===== src/pcm_pkg.sv =====
`timescale 1ns / 1ps
`default_nettype none
// Shared constants and types for the Post class membership block.
// No dependencies; used by post_class_membership.
package pcm_pkg;

	localparam int MAX_VARS    = 8;
	localparam int TABLE_DEPTH = 1 << MAX_VARS;
	localparam int ADDR_W      = MAX_VARS;
	localparam int VAR_W       = 4;
	localparam int SUB_W       = $clog2(MAX_VARS + 1);

	localparam logic [VAR_W-1:0] VAR_RESET = 4'd3;

	typedef enum logic [1:0] {
		ST_LOAD,
		ST_WALK,
		ST_DRAIN,
		ST_REPORT
	} state_t;

endpackage
`default_nettype wire


===== src/pcm_ram.sv =====
`timescale 1ns / 1ps
`default_nettype none
// Generic RAM: one write port, two read ports with registered read data.
// Standalone; no package dependencies.
module pcm_ram #(
	parameter int WIDTH = 1,
	parameter int DEPTH = 256
) (
	input  wire logic                     clk,
	input  wire logic                     wr_en,
	input  wire logic [$clog2(DEPTH)-1:0] wr_addr,
	input  wire logic [WIDTH-1:0]         wr_data,
	input  wire logic [$clog2(DEPTH)-1:0] rd_addr_a,
	input  wire logic [$clog2(DEPTH)-1:0] rd_addr_b,
	output logic      [WIDTH-1:0]         rd_data_a,
	output logic      [WIDTH-1:0]         rd_data_b
);

	logic [WIDTH-1:0] mem_q [DEPTH];

	always_ff @(posedge clk) begin
		if (wr_en) begin
			mem_q[wr_addr] <= wr_data;
		end
		rd_data_a <= mem_q[rd_addr_a];
		rd_data_b <= mem_q[rd_addr_b];
	end

endmodule
`default_nettype wire


===== src/post_class_membership.sv =====
`timescale 1ns / 1ps
`default_nettype none
// Post class membership test (T0, T1, self-dual, monotone, linear) of a truth table.
// Depends on pcm_pkg and pcm_ram.
//
// channel   direction  handshake              payload
// in        sink       in_valid / in_stall    truth_value
// out       source     out_valid / out_stall  preserves_zero .. linear
// cfg       sink       cfg_valid / cfg_ready  var_count
//
// Each row is written to the RAM on its transfer. After the last of 2^n rows the
// stored table is walked through the RAM read ports, n+1 reads per row, then the
// DRAIN and REPORT states follow; in_stall is high through the walk and those states.
// The result sits in the output register; loading of the next table proceeds while it
// waits, stalling only at that table's last row. in_stall is also high while a
// configuration transfer is offered. arst_n clears the row counter and sets n to 3.
module post_class_membership (
	input  wire logic                      clk,
	input  wire logic                      arst_n,
	input  wire logic                      in_valid,
	output logic                           in_stall,
	input  wire logic                      truth_value,
	output logic                           out_valid,
	input  wire logic                      out_stall,
	output logic                           preserves_zero,
	output logic                           preserves_one,
	output logic                           self_dual,
	output logic                           monotone,
	output logic                           linear,
	input  wire logic                      cfg_valid,
	output logic                           cfg_ready,
	input  wire logic [pcm_pkg::VAR_W-1:0] var_count
);

	pcm_pkg::state_t state_q, state_d;

	logic [pcm_pkg::VAR_W-1:0]  var_q;
	logic [pcm_pkg::SUB_W-1:0]  n_eff;
	logic [pcm_pkg::ADDR_W-1:0] full_mask;
	logic [pcm_pkg::ADDR_W-1:0] row_q;
	logic [pcm_pkg::ADDR_W-1:0] x_q;
	logic [pcm_pkg::SUB_W-1:0]  sub_q;
	logic [pcm_pkg::ADDR_W-1:0] addr_b;
	logic [pcm_pkg::ADDR_W-1:0] basis_q;
	logic [pcm_pkg::ADDR_W-1:0] x_s1;
	logic                       chk_s1, cmpl_s1;
	logic                       rd_a, rd_b, pred;
	logic                       t0_q, t1_q, sd_q, mono_q, lin_q;
	logic                       out_valid_q;
	logic                       in_xfer, cfg_xfer, last_row, last_issue;

	assign n_eff = (var_q > pcm_pkg::VAR_W'(pcm_pkg::MAX_VARS))
		? pcm_pkg::SUB_W'(pcm_pkg::MAX_VARS) : pcm_pkg::SUB_W'(var_q);
	assign full_mask  = ~({pcm_pkg::ADDR_W{1'b1}} << n_eff);
	assign last_row   = (row_q == full_mask);
	assign last_issue = (x_q == full_mask) && (sub_q == n_eff);
	assign addr_b     = (sub_q == '0) ? (~x_q & full_mask)
		: (x_q | (pcm_pkg::ADDR_W'(1) << (sub_q - 1'b1)));
	assign in_xfer    = in_valid && !in_stall;
	assign cfg_xfer   = cfg_valid && cfg_ready;
	assign pred       = ~t0_q ^ (^(x_s1 & (basis_q ^ {pcm_pkg::ADDR_W{~t0_q}})));

	pcm_ram #(
		.WIDTH(1),
		.DEPTH(pcm_pkg::TABLE_DEPTH)
	) u_table (
		.clk      (clk),
		.wr_en    (in_xfer),
		.wr_addr  (row_q),
		.wr_data  (truth_value),
		.rd_addr_a(x_q),
		.rd_addr_b(addr_b),
		.rd_data_a(rd_a),
		.rd_data_b(rd_b)
	);

	always_ff @(posedge clk or negedge arst_n) begin
		if (!arst_n) begin
			state_q <= pcm_pkg::ST_LOAD;
		end else begin
			state_q <= state_d;
		end
	end

	always_comb begin
		state_d   = state_q;
		in_stall  = 1'b1;
		cfg_ready = 1'b0;
		unique case (state_q)
			pcm_pkg::ST_LOAD: begin
				in_stall  = (out_valid_q && last_row) || cfg_valid;
				cfg_ready = 1'b1;
				if (in_valid && !in_stall && last_row && !cfg_valid) begin
					state_d = pcm_pkg::ST_WALK;
				end
			end
			pcm_pkg::ST_WALK: begin
				if (last_issue) begin
					state_d = pcm_pkg::ST_DRAIN;
				end
			end
			pcm_pkg::ST_DRAIN: begin
				state_d = pcm_pkg::ST_REPORT;
			end
			pcm_pkg::ST_REPORT: begin
				state_d = pcm_pkg::ST_LOAD;
			end
			default: begin
				state_d = pcm_pkg::ST_LOAD;
			end
		endcase
	end

	// Row counter and configuration.
	always_ff @(posedge clk or negedge arst_n) begin
		if (!arst_n) begin
			var_q  <= pcm_pkg::VAR_RESET;
			row_q  <= '0;
			chk_s1 <= 1'b0;
		end else begin
			chk_s1 <= (state_q == pcm_pkg::ST_WALK);
			if (cfg_xfer) begin
				var_q <= var_count;
				row_q <= '0;
			end else if (in_xfer) begin
				row_q <= last_row ? '0 : row_q + 1'b1;
			end
		end
	end

	// Capture T0/T1 and the unit-vector rows; advance the walk and update the class flags.
	always_ff @(posedge clk) begin
		if (in_xfer) begin
			if (row_q == '0) begin
				t0_q <= ~truth_value;
			end
			for (int i = 0; i < pcm_pkg::ADDR_W; i++) begin
				if (row_q == (pcm_pkg::ADDR_W'(1) << i)) begin
					basis_q[i] <= truth_value;
				end
			end
			if (last_row) begin
				t1_q   <= truth_value;
				x_q    <= '0;
				sub_q  <= '0;
				sd_q   <= 1'b1;
				mono_q <= 1'b1;
				lin_q  <= 1'b1;
			end
		end
		if (state_q == pcm_pkg::ST_WALK) begin
			if (sub_q == n_eff) begin
				sub_q <= '0;
				x_q   <= x_q + 1'b1;
			end else begin
				sub_q <= sub_q + 1'b1;
			end
		end
		cmpl_s1 <= (sub_q == '0);
		x_s1    <= x_q;
		if (chk_s1) begin
			if (cmpl_s1) begin
				if (rd_a == rd_b) begin
					sd_q <= 1'b0;
				end
				if (rd_a != pred) begin
					lin_q <= 1'b0;
				end
			end else if (rd_a && !rd_b) begin
				mono_q <= 1'b0;
			end
		end
	end

	// Output register.
	always_ff @(posedge clk or negedge arst_n) begin
		if (!arst_n) begin
			out_valid_q <= 1'b0;
		end else if (state_q == pcm_pkg::ST_REPORT) begin
			out_valid_q <= 1'b1;
		end else if (out_valid_q && !out_stall) begin
			out_valid_q <= 1'b0;
		end
	end

	always_ff @(posedge clk) begin
		if (state_q == pcm_pkg::ST_REPORT) begin
			preserves_zero <= t0_q;
			preserves_one  <= t1_q;
			self_dual      <= sd_q;
			monotone       <= mono_q;
			linear         <= lin_q;
		end
	end

	assign out_valid = out_valid_q;

endmodule
`default_nettype wire


===== config.mk =====
export PLATFORM = sky130hd
export DESIGN_NAME = post_class_membership
export DESIGN_NICKNAME = d
export VERILOG_FILES = /design/src/pcm_pkg.sv /design/src/pcm_ram.sv /design/src/post_class_membership.sv
export SDC_FILE = /design/constraint.sdc
export NUM_CORES = 1
export LEC_CHECK = 0
export ABC_AREA = 1
export ABC_CLOCK_PERIOD_IN_PS = 2900
export BUFFER_PORTS_ARGS = -buffer_cell sky130_fd_sc_hd__buf_2
export CORE_AREA = 10 10 235 326
export DETAILED_ROUTE_END_ITERATION = 7
export DIE_AREA = 0 0 245 336
export HOLD_SLACK_MARGIN = 0.02
export SLEW_MARGIN = 20
export SYNTH_ARGS = -nofsm -noshare
export SYNTH_HDL_FRONTEND = slang
export SYNTH_SLANG_ARGS = --single-unit

===== constraint.sdc =====
create_clock -name clk -period 2.9 [get_ports clk]
set_input_delay 0.58 -clock clk [delete_from_list [all_inputs] [get_ports clk]]
set_output_delay 0.58 -clock clk [all_outputs]
set_load 0.01 [all_outputs]

==> metrics.md, run 1 <==
| Metric | Value |
|---|---|
| Run status | finished clean |
| Global-route wire length before repair | about 90 mm |
| Leakage | 7.45 nW |
| Mean number of vias per cell | ~5.0 |
| Crit path max fanout | 6 |
| Relative slew slack | between 50% and 60% |
| Residual DRC | 0 |
| Final nets | roughly 2100 |
| WL final | 59.4 mm |
| H-Tree Depth | 1 |
| Worst Hold Class | primary input to flip-flop |
| Element type at the critical path start | flip-flop |
| Distinct cells, synth | between 40 and 50 |
| CP peak stage delay | ~560 ps |
| Non-Filler Instances | around 3000 |
| Yosys top cell area share | 45.9% |
| FP Rows | between 100 and 150 |
| CTS Buffer Depth | 3 |
| Setup Skew | 18.9 ps |
| Worst EP required | ~2300 ps |
| Chip height | between 300 and 400 um |
| Max Freq | ~350 MHz |
| MaxCap Viol Count | 0 |
| Post-route minimum period | around 2900 ps |
| Final core utilization | between 20% and 30% |
| Syn avg cell area | approximately 8.5 um^2 |
| Worst Path Arrival | 2290 ps |
| Reg clk slew, reported paths | ~60 ps |
| Final Setup Violations | 0 |
| Crit. End Element | primary output |
| Post-Syn Nets | between 2000 and 2500 |
| Via count | between 15000 and 20000 |
| Sink Count | between 300 and 400 |
| Starting Density | 24.9% |
| Hold Violations, Final | 0 |
| Fraction of layout instances using a drive strength above 1 | 10.7% |
| CTS root buf | clkbuf_16 |
| Largest net degree at the start of global routing | roughly 160 |
| Crit Path Class | flip-flop to primary output |
| Delay-heaviest family, CP | flip-flops |
| CTS buffer count | 31 |
| Initial antenna violation count | 0 |
| IO Port Bufs | 17 |
| GRT Residual Overflow | 0 |
| DR iter-0 viols | around 1400 |
| TritonCTS clock tree | done |
| Die area | 0.0823 mm^2 |
| PD cells | 1060 mW/mm^2 |
| Max VDD drop | 0.752 mV |
| Core ar. | roughly 0.070 mm^2 |
| Drt pass-1 iters | 6 |
| Final Cycle Share | between 90 and 100% |
| CP Buf/Inv Count | 3 |
| Synth area leaders | edfxtp_1 46%, nand3_1 10%, nor2_1 6.8% |
| Synth Warn # | 0 |
| CP cell instances | clkinv_4 -> o21ai_4 -> or2_0 -> nand4_1 -> nor3_2 -> nand2_1 -> o21ai_2 -> inv_2 -> nand2_2 -> buf_6 |
| IO Pins | 18 |
| DP Cell Count | between 2000 and 3000 |
| Clock Latency Late Sink | 580 ps |
| Vias in the first global route | about 15000 |
| WHS | between 200 and 250 ps |
| HP Start | out_stall |
| Post-Synthesis Cells | 2056 |
| Worst Setup SP | var_q[1] |
| RR Startpoint | var_q[2] |
| GP Congestion | slightly below 0.9 |
| Seq/Total Area, Yosys | just over 50% |
| WL/cell | about 20 um |
| Tot GR Track Use | around 14% |
| Routed Antenna Nets | 0 |
| Synth Register Bits | 305 |
| Worst path slowest cell | dfstp_2 |
| Die width | approximately 250 um |
| Least-Margin Pin Slew | between 700 and 800 ps |
| Area growth from synthesis to layout | 16.9% |
| Syn Std Cell Area | around 0.017 mm^2 |
| RSZ-0062 raised after global routing | true |
| Antenna cells | 0 |
| Setup TNS | 0 ps |
| Fin. max-slew vios | 0 |
| Synth area leader | edfxtp_1 |
| Detailed placement HPWL | approximately 36 mm |
flip-flops by register name (all words and copies together) (netlist names):
signal and cells:
preserves_zero 1, monotone 1, x_s1 8, sub_q 4, var_q 4, chk_s1 1, row_q 8, linear 1
mono_q 1, out_valid 1, u_table.rd_data_b 1, state_q 2, cmpl_s1 1, x_q 8, sd_q 1, u_table.mem_q 256
self_dual 1, u_table.rd_data_a 1, t0_q 1, preserves_one 1, lin_q 1, t1_q 1
cell families (layout without fill, tap and decap cells):
| group | count (synthesis) | in the layout | share of synthesized area [%] |
|---|---|---|---|
| and+or+nand+nor | 1044 | 1044 | 27.5 |
| buffers and inverters | 343 | 362 | 8.51 |
| AOI/OAI and AO/OA | 312 | 312 | 10.2 |
| DFF | 305 | 305 | 50.7 |
| xor gates and xnor gates | 28 | 28 | 1.40 |
| adders and majority gates | 24 | 24 | 1.72 |
through the flow:
stage | power [W] | area (um^2) | setup slack, ps
floorplan | 0.0125 | 17500 | 348
global placement | 0.0167 | 19000 | -52.2
detailed placement | 0.0167 | 19000 | -6.91
CTS | 0.0212 | 20200 | -16.4
global route | 0.0228 | 20400 | -116
finish | 0.0216 | 20400 | 28.4
routing by layer:
| metal | vias to the layer above | track usage (%) | routed length, um |
|---|---|---|---|
| met3 | 167 | 2.00 | 4430 |
| li1 | 7019 | - | - |
| met1 | 7287 | 15.6 | 21700 |
| met5 | - | 0 | 0 |
| met4 | 0 | 7.82 | 3340 |
| met2 | 685 | 24.6 | 29900 |
layout by cell type (no fill, tap or decap), drive strengths merged, types with 11 or more instances in the layout:
master and n:
a21oi 71, buf 105, clkbuf 43, clkinv 12, dfrtp 14, dfxtp 22, edfxtp 267, ha 24
inv 194, nand2 299, nand3 360, nand3b 49, nor2 320, o211ai 42, o21ai 154, o22ai 18
o311ai 11, xor2 20
synthesized netlist by cell type, drive strengths merged:
master and count:
nand4 7, a21o 1, or2 2, o21a 1
dfstp 2, o21ai 154, xor2 20, a21oi 71
dfrtp 14, o22ai 18, inv 192, o311ai 11
a31oi 8, nand3 360, o211ai 42, dfxtp 22
clkinv 3, nor2 320, nor3 5, a2111oi 1
o221ai 5, edfxtp 267, nand2 299, nand3b 49
buf 61, nor4 2, clkbuf 87, xnor2 8
ha 24
timing repair:
action / 4_1_cts / 5_1_grt
endpoints found under the hold margin: 14 / 0
hold buffers: 1 / 0
endpoints found under the setup margin: 11 / 12
resized for setup: 11 / 22
buffers inserted: 7 / 7
gates cloned: 1 / 3
pin swaps: 5 / 10
power by group:
part           internal [W]  total [W]  switching (W)  leakage [nW]
Sequential          0.00509    0.00537       0.000271          2.79
Clock               0.00237    0.00415        0.00179         0.506
Combinational       0.00417     0.0121        0.00794          4.15
Total                0.0116     0.0216         0.0100          7.45
path summary, 6_finish.rpt:
| check | cells past startpoint | end | slack [ps] |
|---|---|---|---|
| setup / recovery | 10 | in_stall | 30 |
| max in group asynchronous | 2 | var_q[0] | 2120 |
| min in group asynchronous | 2 | out_valid | 460 |
| hold reg to reg | 0 | x_s1[7] | 400 |
| setup reg to reg | 14 | u_table.rd_data_b | 60 |
| hold / removal | 2 | out_valid | 210 |
cell type report:
class | count | area, um^2
Sequential cell | 305 | 8870
Clock inverter | 17 | 184
Timing Repair Buffer | 110 | 1350
Fill cell | 7501 | 49800
Inverter | 195 | 749
Multi-Input combinational cell | 1408 | 7260
Tap cell | 936 | 1170
Clock buffer | 40 | 860
(Power assumes the default switching activity.)
==> run 2, diff against run 1 <==
Settings changed: BUFFER_PORTS_ARGS -buffer_cell sky130_fd_sc_hd__buf_2 to -buffer_cell sky130_fd_sc_hd__clkbuf_2, CORE_AREA 10 10 235 326 to 10 10 276 278, DIE_AREA 0 0 245 336 to 0 0 286 288.
==> run 2 against run 1 <==
Register-to-register slack is essentially flat. Combinational power grew 3%. Cell area grew 1.5%. Count of clock-buffer cells in the layout grew 7. Highest routed layer unchanged. The flow now finishes with violations (setup timing). Non-clock buffer count grew 22.
==> metrics.md, run 2 (synthesized netlist as in run 1, its figures left out) <==
| Metric | Value |
|---|---|
| Most used routing layer | met2 |
| Final Worst Setup Slack | -87.3 ps |
| Post-route minimum period | roughly 3000 ps |
| Detailed placement HPWL | about 34 mm |
| Largest net degree at the start of global routing | 95 |
| Sink Count | about 310 |
| Setup Skew | around 18 ps |
| Hold Violations, Final | 0 |
| Via count | between 15000 and 20000 |
| Commonest non-fill, non-tap cell in the layout | nand3_1 |
| GP Congestion | roughly 0.83 |
| Crit Path Class | flip-flop to primary output |
| M2 GR Usage | a little under a quarter |
| Tot GR Track Use | approximately 14% |
| Mean number of vias per cell | between 5 and 6 |
| Final nets | 2114 |
| Core ar. | just over 0.07 mm^2 |
| Commonest non-fill, non-tap cells in the layout | 346 x nand3_1, 309 x nor2_1, 289 x nand2_1, 267 x edfxtp_1, 183 x inv_1 |
| CTS buffer count | 37 |
| Relative slew slack | between 50% and 60% |
| Chip height | 288 um |
| GR Layer Usage met3 | 2.14% |
| CTS Buffer Depth | 3 |
| Layout fillers | approximately 7600 |
| Fin. max-slew vios | 0 |
| Leakage | roughly 7.6 nW |
| Final instance area | 0.0207 mm^2 |
| Crit path max fanout | 5 |
| Antenna cells | 0 |
| Die width | 286 um |
| Fraction of layout instances using a drive strength above 1 | between 10% and 20% |
| CTS root buf | clkbuf_16 |
| Clock Latency Late Sink | about 570 ps |
| DR iter-0 viols | 1832 |
| H-Tree Depth | 2 |
| Crit. End Element | primary output |
| Worst Hold Class | primary input to flip-flop |
| Violated checks | setup timing |
| Global-route wire length before repair | 87.6 mm |
| Run status | complete, but fails checks |
| Final Setup Violations | 1 |
| Routed Antenna Nets | 0 |
| Starting Density | between 20% and 30% |
| Biggest register | u_table.mem_q |
| Drt pass-1 iters | 6 |
| Element type at the critical path start | flip-flop |
| Die area | ~0.082 mm^2 |
| Initial antenna violation count | 0 |
| WL/cell | a little under 20 um |
| IO Pins | 18 |
| Least-Margin Pin Slew | approximately 730 ps |
| GRT Residual Overflow | 0 |
| Number of flip-flops in the largest register | between 200 and 300 |
| Met1 global-route usage | between 15 and 20% |
| TritonCTS clock tree | done |
| PD cells | 1070 mW/mm^2 |
| Reg clk slew, reported paths | roughly 60 ps |
| MaxCap Viol Count | 0 |
| Max VDD drop | a little over 0.9 mV |
| IO Port Bufs | 17 |
| Final Cycle Share | 103% |
| Area growth from synthesis to layout | 18.7% |
| WL final | between 60 and 70 mm |
| Worst Path Arrival | 2410 ps |
| Residual DRC | 0 |
| Worst EP required | between 2000 and 2500 ps |
| Total power | between 0.02 and 0.025 W |
| FP Rows | 98 |
| Max Freq | approximately 330 MHz |
| Area after DPL | ~0.019 mm^2 |
| Vias in the first global route | approximately 14000 |
| RSZ-0062 raised after global routing | true |
## run 2: cell types whose count changed in the layout (fill, tap and decap cells not counted), sizes merged, moves of 2 or more
| cell | previous run | this run |
|---|---|---|
| inv | 194 | 192 |
| buf | 105 | 109 |
| clkinv | 12 | 20 |
| clkinvlp | 3 | 1 |
| clkbuf | 43 | 69 |
| bufinv | 3 | 1 |
## run 2: final cells by class
class                           count  area [um^2]  area share (%)
Timing Repair Buffer              132         1540            7.42
Multi-Input combinational cell   1409         7280            35.1
Tap cell                          950         1190            5.73
Inverter                          195          743            3.58
Clock inverter                     19          111           0.537
Sequential cell                   305         8870            42.7
Clock buffer                       47         1020            4.90
## run 2: routing by layer
layer	vias up	part of all wire, %
met5	-	0
met4	0	4.5
li1	7074	-
met1	7541	41
met3	164	8.5
met2	732	46
## run 2: repair_timing
action / 4_1_cts / 5_1_grt
hold buffers: 1 / 0
gates resized for setup: 9 / 30
pin swaps: 4 / 11
setup buffers: 6 / 27
endpoints found under the setup margin: 1 / 135
endpoints found under the hold margin: 14 / 0
gates cloned: 0 / 9
## run 2: report_power, final
part | switching [W] | internal [W] | total (W)
Clock | 0.00189 | 0.00256 | 0.00445
Combinational | 0.00815 | 0.00431 | 0.0125
Sequential | 0.000233 | 0.00510 | 0.00533
Total | 0.0103 | 0.0120 | 0.0222
## run 2: stage by stage
stage	hold slack [ps]	utilization, %	worst slack (ps)	setup TNS (ps)	std cells
floorplan	284	-	348	0	2056
global route	215	29.3	-244	-1350	3057
finish	223	29.3	-87.3	-87.3	3057
global placement	405	26.6	122	0	2948
CTS	201	28.4	-124	-502	3021
detailed placement	407	26.6	68.7	0	2948
## run 2: path summary, 6_finish.rpt
check | start | endpoint | slack, ps | depth (start not counted)
setup / recovery | var_q[1] | in_stall | -90 | 9
hold / removal | out_stall | out_valid | 220 | 2
setup reg to reg | var_q[2] | u_table.rd_data_b | 70 | 16
hold reg to reg | t1_q | preserves_one | 420 | 0
max in group asynchronous | arst_n | var_q[1] | 2070 | 2
min in group asynchronous | arst_n | out_valid | 500 | 2
## run 2: critical path, stage by stage, from the launching register on
cell and delay, ps:
dfstp_2 560, clkinvlp_4 180, a31oi_4 200, xor2_1 100, nor4_2 280, nand2_1 150
o21ai_2 160, inv_2 50, nand2_1 40, buf_2 130
